File: config.mk
export PLATFORM = sky130hd
export DESIGN_NAME = rgb_to_colour_temperature_flat
export DESIGN_NICKNAME = d
export VERILOG_FILES = /design/src/design/rgbct_pkg.sv /design/src/design/rgbct_stream_if.sv /design/src/design/rgbct_segment.sv /design/src/design/rgb_to_colour_temperature.sv /design/src/flat_wrapper.sv
export SDC_FILE = /design/constraint.sdc
export NUM_CORES = 1
export LEC_CHECK = 0
export BUFFER_PORTS_ARGS = -buffer_cell sky130_fd_sc_hd__buf_2
export CELL_PAD_IN_SITES_DETAIL_PLACEMENT = 0
export CELL_PAD_IN_SITES_GLOBAL_PLACEMENT = 1
export CORE_ASPECT_RATIO = 0.9
export CORE_MARGIN = 2
export CORE_UTILIZATION = 49
export DETAILED_ROUTE_END_ITERATION = 10
export PLACE_DENSITY_LB_ADDON = 0.1
export SYNTH_ARGS = -nofsm -noshare
export SYNTH_HDL_FRONTEND = slang
export SYNTH_SLANG_ARGS = --single-unit
File: constraint.sdc
create_clock -name clk -period 6.3 [get_ports clk]
set_input_delay 1.26 -clock clk [delete_from_list [all_inputs] [get_ports clk]]
set_output_delay 1.26 -clock clk [all_outputs]
set_load 0.005 [all_outputs]
File: src/design/rgbct_pkg.sv
`default_nettype none

package rgbct_pkg;

    localparam int COLOUR_W = 32;
    localparam int KELVIN_W = 14;
    localparam int CHAN_W   = 8;
    localparam int FACTOR_W = 16;
    localparam int SLOPE_W  = 7;
    localparam int SUM_W    = 16;

    localparam logic [SUM_W-1:0] KELVIN_EQUAL = SUM_W'(6550);
    localparam logic [SUM_W-1:0] KELVIN_MAX   = SUM_W'(10091);

    // which channel dominates
    typedef enum logic [1:0] {
        MODE_EQUAL = 2'd0,
        MODE_RED   = 2'd1,
        MODE_BLUE  = 2'd2
    } mode_t;

    // one linear segment: kelvin = base + diff * slope, clamped if asked
    typedef struct packed {
        logic [SUM_W-1:0]   base;
        logic [CHAN_W-1:0]  diff;
        logic [SLOPE_W-1:0] slope;
        logic               clamp;
    } seg_t;

endpackage

`default_nettype wire

File: src/design/rgbct_stream_if.sv
`default_nettype none

interface rgbct_in_if;
    logic        valid;
    logic        ready;
    logic [31:0] packed_colour;

    modport source (output valid, output packed_colour, input ready);
    modport sink   (input valid, input packed_colour, output ready);
endinterface

interface rgbct_out_if;
    logic        valid;
    logic        ready;
    logic [13:0] kelvin;

    modport source (output valid, output kelvin, input ready);
    modport sink   (input valid, input kelvin, output ready);
endinterface

`default_nettype wire

File: src/design/rgbct_segment.sv
`default_nettype none

module rgbct_segment (
    input  wire logic [rgbct_pkg::CHAN_W-1:0] scaled,
    input  wire rgbct_pkg::mode_t             mode,
    output rgbct_pkg::seg_t                   seg
);
    import rgbct_pkg::*;

    function automatic seg_t make_seg(input logic [SUM_W-1:0] base,
                                      input logic [CHAN_W-1:0] diff,
                                      input logic [SLOPE_W-1:0] slope,
                                      input logic clamp);
        seg_t s;
        s.base  = base;
        s.diff  = diff;
        s.slope = slope;
        s.clamp = clamp;
        return s;
    endfunction

    logic [CHAN_W-1:0] v;

    assign v = scaled;

    always_comb
    begin
        seg = make_seg(KELVIN_EQUAL, '0, '0, 1'b0);
        unique case (mode)
            MODE_RED:
            begin
                // scaled blue through nine segments
                priority if (v < 8'd33)  seg = make_seg(16'd1900, v,          7'd6,  1'b0);
                else if (v < 8'd72)      seg = make_seg(16'd2100, v - 8'd33,  7'd10, 1'b0);
                else if (v < 8'd101)     seg = make_seg(16'd2492, v - 8'd72,  7'd14, 1'b0);
                else if (v < 8'd132)     seg = make_seg(16'd2900, v - 8'd101, 7'd16, 1'b0);
                else if (v < 8'd159)     seg = make_seg(16'd3398, v - 8'd132, 7'd19, 1'b0);
                else if (v < 8'd186)     seg = make_seg(16'd3906, v - 8'd159, 7'd22, 1'b0);
                else if (v < 8'd210)     seg = make_seg(16'd4500, v - 8'd186, 7'd25, 1'b0);
                else if (v < 8'd230)     seg = make_seg(16'd5100, v - 8'd210, 7'd30, 1'b0);
                else                     seg = make_seg(16'd5700, v - 8'd230, 7'd34, 1'b0);
            end
            MODE_BLUE:
            begin
                // scaled red through two segments, the lower one clamped
                priority if (v == 8'd255) seg = make_seg(16'd6600, 8'd0,       7'd50, 1'b0);
                else if (v > 8'd225)      seg = make_seg(16'd6600, 8'd254 - v, 7'd50, 1'b0);
                else                      seg = make_seg(16'd8080, 8'd225 - v, 7'd86, 1'b1);
            end
            MODE_EQUAL:
            begin
                seg = make_seg(KELVIN_EQUAL, '0, '0, 1'b0);
            end
            default:
            begin
                seg = make_seg(KELVIN_EQUAL, '0, '0, 1'b0);
            end
        endcase
    end

endmodule

`default_nettype wire

File: src/design/rgb_to_colour_temperature.sv
// Colour temperature estimate from a packed colour word. Red (23:16) and blue
// (7:0) set the result; white and green are ignored. The block is a four-stage
// pipeline: one transaction is accepted every clock while the output is not
// stalled. Stage one picks the stronger channel and looks up 65535 divided by
// it in a 256-entry constant table, stage two multiplies the weaker channel by
// that factor, stage three selects the linear segment, and stage four
// evaluates and clamps it. When the result is held by the sink the whole
// pipeline stalls and the input is not ready.
`default_nettype none

module rgb_to_colour_temperature (
    input  wire logic   clk,
    input  wire logic   rst_n,
    rgbct_in_if.sink    pixel,
    rgbct_out_if.source result
);
    import rgbct_pkg::*;

    // 65535 / stronger channel, built at elaboration
    logic [FACTOR_W-1:0] factor_rom [256];

    for (genvar g = 0; g < 256; g++)
    begin : g_rom
        localparam int Div = (g == 0) ? 1 : g;
        localparam logic [FACTOR_W-1:0] Factor = FACTOR_W'(32'hFFFF / Div);
        assign factor_rom[g] = Factor;
    end

    logic advance;

    logic v1_reg, v2_reg, v3_reg, v4_reg;

    logic [CHAN_W-1:0]   weak_reg, weak_next;
    logic [FACTOR_W-1:0] factor_reg, factor_next;
    mode_t               mode1_reg, mode1_next;

    logic [CHAN_W-1:0]   scaled_reg, scaled_next;
    mode_t               mode2_reg;

    seg_t                seg_reg, seg_next;

    logic [KELVIN_W-1:0] kelvin_reg, kelvin_next;

    logic [CHAN_W-1:0]   red, blue, lead;
    logic [23:0]         product;
    logic [14:0]         slope_prod;
    logic [SUM_W-1:0]    sum;

    // advance when the output slot is empty or being drained
    assign advance     = !v4_reg || result.ready;
    assign pixel.ready = advance;

    // stage 1: compare and look up the factor
    assign red  = pixel.packed_colour[23:16];
    assign blue = pixel.packed_colour[7:0];

    always_comb
    begin
        priority if (red == blue)
        begin
            mode1_next = MODE_EQUAL;
            weak_next  = blue;
            lead       = red;
        end
        else if (red > blue)
        begin
            mode1_next = MODE_RED;
            weak_next  = blue;
            lead       = red;
        end
        else
        begin
            mode1_next = MODE_BLUE;
            weak_next  = red;
            lead       = blue;
        end
        factor_next = factor_rom[lead];
    end

    // stage 2: scale the weaker channel
    assign product     = 24'(weak_reg) * 24'(factor_reg);
    assign scaled_next = product[15:8];

    // stage 3: segment selection
    rgbct_segment u_segment (
        .scaled (scaled_reg),
        .mode   (mode2_reg),
        .seg    (seg_next)
    );

    // stage 4: evaluate and clamp
    assign slope_prod = 15'(seg_reg.diff) * 15'(seg_reg.slope);
    assign sum        = seg_reg.base + SUM_W'(slope_prod);

    always_comb
    begin
        if (seg_reg.clamp && (sum > KELVIN_MAX))
        begin
            kelvin_next = KELVIN_W'(KELVIN_MAX);
        end
        else
        begin
            kelvin_next = sum[KELVIN_W-1:0];
        end
    end

    always_ff @(posedge clk or negedge rst_n)
    begin
        if (!rst_n)
        begin
            v1_reg <= 1'b0;
            v2_reg <= 1'b0;
            v3_reg <= 1'b0;
            v4_reg <= 1'b0;
        end
        else if (advance)
        begin
            v1_reg <= pixel.valid;
            v2_reg <= v1_reg;
            v3_reg <= v2_reg;
            v4_reg <= v3_reg;
        end
    end

    always_ff @(posedge clk)
    begin
        if (advance)
        begin
            weak_reg   <= weak_next;
            factor_reg <= factor_next;
            mode1_reg  <= mode1_next;
            scaled_reg <= scaled_next;
            mode2_reg  <= mode1_reg;
            seg_reg    <= seg_next;
            kelvin_reg <= kelvin_next;
        end
    end

    assign result.valid  = v4_reg;
    assign result.kelvin = kelvin_reg;

endmodule

`default_nettype wire

File: src/flat_wrapper.sv
// flat-port wrapper written by rule: the top's interface ports become plain ports
module rgb_to_colour_temperature_flat import rgbct_pkg::*;
  (clk, rst_n, pixel_valid, pixel_packed_colour, pixel_ready, result_valid, result_kelvin, result_ready);
  rgbct_in_if pixel_i ();
  rgbct_out_if result_i ();
  input  wire logic clk;
  input  wire logic rst_n;
  input wire logic [$bits(pixel_i.valid)-1:0] pixel_valid;
  input wire logic [$bits(pixel_i.packed_colour)-1:0] pixel_packed_colour;
  output wire logic [$bits(pixel_i.ready)-1:0] pixel_ready;
  output wire logic [$bits(result_i.valid)-1:0] result_valid;
  output wire logic [$bits(result_i.kelvin)-1:0] result_kelvin;
  input wire logic [$bits(result_i.ready)-1:0] result_ready;
  assign pixel_i.valid = pixel_valid;
  assign pixel_i.packed_colour = pixel_packed_colour;
  assign pixel_ready = pixel_i.ready;
  assign result_valid = result_i.valid;
  assign result_kelvin = result_i.kelvin;
  assign result_i.ready = result_ready;
  rgb_to_colour_temperature u_core (.clk(clk), .rst_n(rst_n), .pixel(pixel_i), .result(result_i));
endmodule
Word-level counts from Yosys, hierarchy flattened. Memories as Yosys holds them, arrays and structs flattened. A register that Yosys moved wholly into a read port is not among the register bits. Index checks and enable logic that the tools add are counted.

Memories kept: 1. Output and inout port bits: 16. Bits in read-only memories: 4096. Logic and storage cells: 62. Input bits: 36. Bits in registers: 70.

Memory list: (no name shown) (depth 256, width 16, read ports 1, clocked after memory_dff 1, wr ports 0, RTL line rgb_to_colour_temperature.sv:77) `factor_next = factor_rom[lead];`.

Eq/ne operators: 4. Magnitude comparators: 11. $mul: 2. Reductions and logical operators: 3. Mux-type cells: 16. Add/sub/neg operators: 11. Bitwise logic cells: 1.

Operator list (number): two-way mux 29 bit (6); two-way mux 27 bit (4); one-hot mux 32 bit (2 select lines) (1); less-than comparator 8 bit, second input constant (5); subtractor 8 bit, second input constant (5); two-way mux 8 bit (4); adder 16 x 15 -> 16 bit (1); > comparator 16 x 14 -> 1 bit, second input constant (1); less-than comparator 8 x 7 -> 1 bit, second input constant (2); multiplier 8 x 16 -> 16 bit (1); subtractor 8 x 7 -> 8 bit, second input constant (2); subtractor 8 bit, first input constant (2); multiplier 8 x 7 -> 15 bit (1); NOT 8 -> 9 bit (1); equality test 8 bit (1); equality test 8 bit, second input constant (1); > comparator 8 bit (1); > comparator 8 bit, second input constant (1); less-than comparator 8 x 6 -> 1 bit, second input constant (1); subtractor 8 x 6 -> 8 bit, second input constant (1); equality test 2 x 1 -> 1 bit, second input constant (1); equality test 2 bit, second input constant (1); two-way mux 2 bit (1); logical AND 1 bit (1); 2 further kinds (2).

Depth between registers and ports, before layout.
Depth in word-level cells: 10. Mapped depth: 20. Depth with buffers taken out: 19.

Modules after synthesis. A second synthesis with hierarchy kept.

Cell total of the unflattened synthesis: 1498. Area total of the unflattened synthesis: 12892.4 um^2.

Modules (own cells, without submodules): rgb_to_colour_temperature (cells each 1226, sequential area each 2562.5 um^2, area each 11141.9 um^2, times used 1); rgbct_segment (cells each 272, sequential area each 0.0 um^2, area each 1750.4 um^2, times used 1).

Least setup slack after synthesis. No wires, ideal clock.

Path kind: reg2reg. Start point: reg u_core.seg_reg[5] (netlist bit). End point: reg u_core.kelvin_reg[5], in the netlist u_core.result.kelvin[5] (data pin). Library setup time: 0.260 ns. Required time: 6.040 ns. Clock period less this slack: 5.154 ns. Setup slack: 1.146 ns. Stages on the path, launching flop included: 18. Data arrival time: 4.893 ns. Path buffers: 1. Cells stage by stage: edfxtp_1 and2_1 fa_1 fa_1 fa_1 inv_1 fa_1 inv_1 ha_1 or2_2 a21oi_1 a21oi_1 a31o_2 xnor2_1 a31oi_1 o41ai_2 buf_2 nand2_1.

Word-level cells in the longest chain between the ends: 4.

RTL lines: start: declaration (RTL line rgb_to_colour_temperature.sv:40) `seg_t seg_reg, seg_next;`; start signal: assignment (RTL line rgb_to_colour_temperature.sv:134) `seg_reg <= seg_next;`; multiplier 8 x 7 -> 15 bit (*) (RTL line rgb_to_colour_temperature.sv:92) `assign slope_prod = 15'(seg_reg.diff) * 15'(seg_reg.slope);`; adder 16 x 15 -> 16 bit (*) (RTL line rgb_to_colour_temperature.sv:93) `assign sum = seg_reg.base + SUM_W'(slope_prod);`; > comparator 16 x 14 -> 1 bit (RTL line rgb_to_colour_temperature.sv:97) `if (seg_reg.clamp && (sum > KELVIN_MAX))`; logical AND 1 bit (RTL line rgb_to_colour_temperature.sv:97); end signal: assignment (RTL line rgb_to_colour_temperature.sv:135) `kelvin_reg <= kelvin_next;`; end: declaration (RTL line rgb_to_colour_temperature.sv:42) `logic [KELVIN_W-1:0] kelvin_reg, kelvin_next;`.

Every way passes the cells marked *; elsewhere a longest branch is shown, timed or not. A chain may end at the register's enable or synchronous reset.

Final worst setup path.
Start point: reg u_core.seg_reg[0] (netlist bit). End point: reg u_core.kelvin_reg[2], in the netlist u_core.result.kelvin[2] (data pin).

Word-level cells in the longest chain between the ends: 1.

RTL lines (RTL line): logical AND 1 bit (rgb_to_colour_temperature.sv:97).

Every way passes these cells.

==> run_results.csv <==
group,metric,value,unit
global_route,grt_pass1_vias,10800,
final_layout,syn2layout_area_growth,5.94,%
critical_path,slowest_delay,0.56,ns
clock_tree,cts-root-buf,"clkbuf_16",
final_layout,final_cell_mix,"nand2_1 (185), inv_1 (151), fa_1 (101)",
clock_tree,cts.sinks,81,
critical_path,path_delay_family,"adder cells",
detailed_routing,via_per_inst,6.16,
critical_path,slowest_stage,"edfxtp_1",
critical_path,critPathMaxFanout,14,
final_layout,fin_nets,1703,
status,status,"complete, no violations",
run,drv_cap,0,
critical_path,rr_worst_depth,17,
place,portBuffers,35,
clock_tree,cts_resized,0,
critical_path,timing.rr.end,"u_core.result.kelvin[2]",
timing,worst_slew_pin_slew,1.20,ns
final_layout,diodes,0,
synth,ys_types,90,
detailed_routing,first_pass_iters,6,
detailed_routing,drc,0,
timing,fin_crit,5.52,ns
final_layout,regArea,2410,µm²
critical_path,r2r-start,"u_core.seg_reg[0]",
timing,rsz0062_at_grt,"false",
critical_path,crit_chain,"and2_1 -> fa_1 -> fa_1 -> fa_1 -> inv_1 -> fa_1 -> inv_1 -> ha_1 -> or2_2 -> a21oi_1 -> a21oi_1 -> xnor2_1 -> or4_1 -> a31oi_1 -> o41ai_2 -> buf_4 -> and2_1",
floorplanning,dieArea,26400,µm²
global_route,antenna_found_initial,0,
synth,synth-edff-count,77,
timing,fin_skew,0.0111,ns
clock_tree,cts_hold_buffers,0,
detailed_routing,vias,11200,
timing,whs,0.434,ns
clock_tree,cts.htree.levels,3,
floorplanning,die_h,154,µm
final_layout,largest_register_ffs,27,
global_route,grt_first_pass_wirelength,60000,µm
place,place.detailed.hpwl,27400,µm
place,place.gp.congestion,0.959,
synth,synth_top_area_share,18.8,%
synth,ys_seq_area_share,19.6,%
clock_tree,path_clk_slew,0.06,ns
floorplanning,die-width,171,µm
floorplanning,ioPinCount,52,
critical_path,timing_worst_setup_path_type,"flip-flop to flip-flop",
clock_tree,cts_tree,"built",
global_route,grt_max_degree,82,
timing,hold_viol,0,
synth,avgSynthCellArea,8.30,µm²
synth,ys_seq_elements,81,
synth,synth_top_flop_cell,"edfxtp_1",
detailed_routing,drtIter0Drc,1359,
critical_path,cp-start-kind,"flip-flop",
critical_path,crit_path_frequent_cell,"fa_1",
clock_tree,cts_buffer_depth,2,
timing,setup_viol,0,
synth,yosys_warnings,0,
min_path,hold_start,"u_core.mode1_reg[1]",
final_layout,utilization,52.4,%
timing,slew_viol_final,0,
min_path,min_to,"u_core.mode2_reg[1]",
clock_tree,cts_setup_buffers,0,
timing,period_share,87.6,%
synth,synth_top_area_cell,"edfxtp_1",
synth,synth_area_leaders,"edfxtp_1 (19%), fa_1 (16%), ha_1 (9.2%)",
global_route,gr-total-overflow,0,
global_route,track_usage,29.1,%
clock_tree,worst_skew_pair.late_latency,0.34,ns
min_path,hold_path_class,"flip-flop to flip-flop",
floorplanning,coreArea,24900,µm²
final_layout,fill_cells,2433,
detailed_routing,routedWlPerCell,20.6,µm
floorplanning,num_rows,55,
synth,syn_area,12300,µm²
floorplanning,start_util,49.4,%
timing,slew_headroom,17.7,%
final_layout,drive_gt1_share,8.11,%
min_path,hold_depth,0,
synth,synthArstFlopShare,4.94,%
timing,final.setup.tns,0,ns
critical_path,arrival,5.61,ns
synth,synthCells,1484,
detailed_routing,wl,37500,µm
clock_tree,numCtsBuffers,9,
critical_path,worst-path-buf-inv,3,
critical_path,cp.required,6.40,ns
synth,synthesis.nets,1712,
detailed_routing,ant_nets,0,
final_layout,layout_commonest_cell,"nand2_1",
critical_path,crit_path_end_kind,"flip-flop",
timing,clock.fmax,181,MHz
critical_path,r2r_slack,0.78,ns
final_layout,multi_input_area,8910,µm²
==> stage by stage <==
| stage | std cells | cell area [µm²] | setup slack, ns |
|---|---|---|---|
| finish | 1822 | 13000 | 0.784 |
| global route | 1822 | 13000 | 0.534 |
| CTS | 1822 | 13000 | 0.758 |
| detailed placement | 1806 | 12800 | 0.782 |
| global placement | 1806 | 12800 | 0.827 |
| floorplan | 1484 | 12300 | 1.15 |
==> worst max-delay path by stage <==
stage                            from                 endpoint  slack, ns  cells after the start
global placement    u_core.seg_reg[0]  u_core.result.kelvin[2]       0.83                     17
CTS                 u_core.seg_reg[0]  u_core.result.kelvin[2]       0.76                     17
finish              u_core.seg_reg[0]  u_core.result.kelvin[2]       0.78                     17
global route        u_core.seg_reg[0]  u_core.result.kelvin[4]       0.53                     17
floorplan           u_core.seg_reg[5]  u_core.result.kelvin[5]       1.15                     17
detailed placement  u_core.seg_reg[0]  u_core.result.kelvin[2]       0.78                     17
==> cells by family (layout without fill, tap and decap cells) <==
| logic type | Yosys count | in the layout | share of synthesized area [%] |
|---|---|---|---|
| compound gates | 409 | 409 | 22.9 |
| xor+xnor | 38 | 38 | 2.70 |
| fa+ha+maj | 192 | 192 | 25.7 |
| buf+inv | 243 | 239 | 8.16 |
| flops | 81 | 81 | 19.6 |
| mux | 20 | 20 | 1.72 |
| simple gates | 501 | 501 | 19.3 |
==> synthesized netlist by cell type, types with 8 or more instances <==
cell type  count
clkbuf_1      47
nor2_1       100
and2_1        92
xnor2_1       27
nand2_1      185
o311ai_0      11
o211ai_1      23
buf_2         23
a221oi_1      13
xor2_1        11
a211oi_1      17
nor3_1        32
fa_1         101
a311oi_1      12
mux2i_1       14
a21oi_1       87
inv_1        151
nor2b_1       12
and3_1         8
a31oi_1       23
o2111ai_1      9
o21ai_0       94
edfxtp_1      77
nand3_1       29
a21o_1        10
o31ai_1        9
o22ai_1       11
ha_1          91
nand2b_1      13
==> per-layer routing <==
metal  vias up  part of all wire [%]  wire length, µm  track usage, %
li1       5197                     -                -               -
met3        79                   9.6             3590            5.76
met1      5399                    47            17600            44.4
met5         -                     0                0               0
met2       546                    41            15300            41.4
met4         0                   2.6              977            8.35
==> layout make-up <==
type / instances / share of cell area [%]
multi-input combinational: 1160 / 68.3
tap: 342 / 3.28
clock inverter: 6 / 0.374
sequential: 81 / 18.5
clock buffer: 10 / 1.83
inverter: 155 / 4.46
timing repair buffer: 68 / 3.24
Power is left out: the tool's default activity adds up to more than one toggle a clock period on the data nets, which glitch-free logic cannot reach.
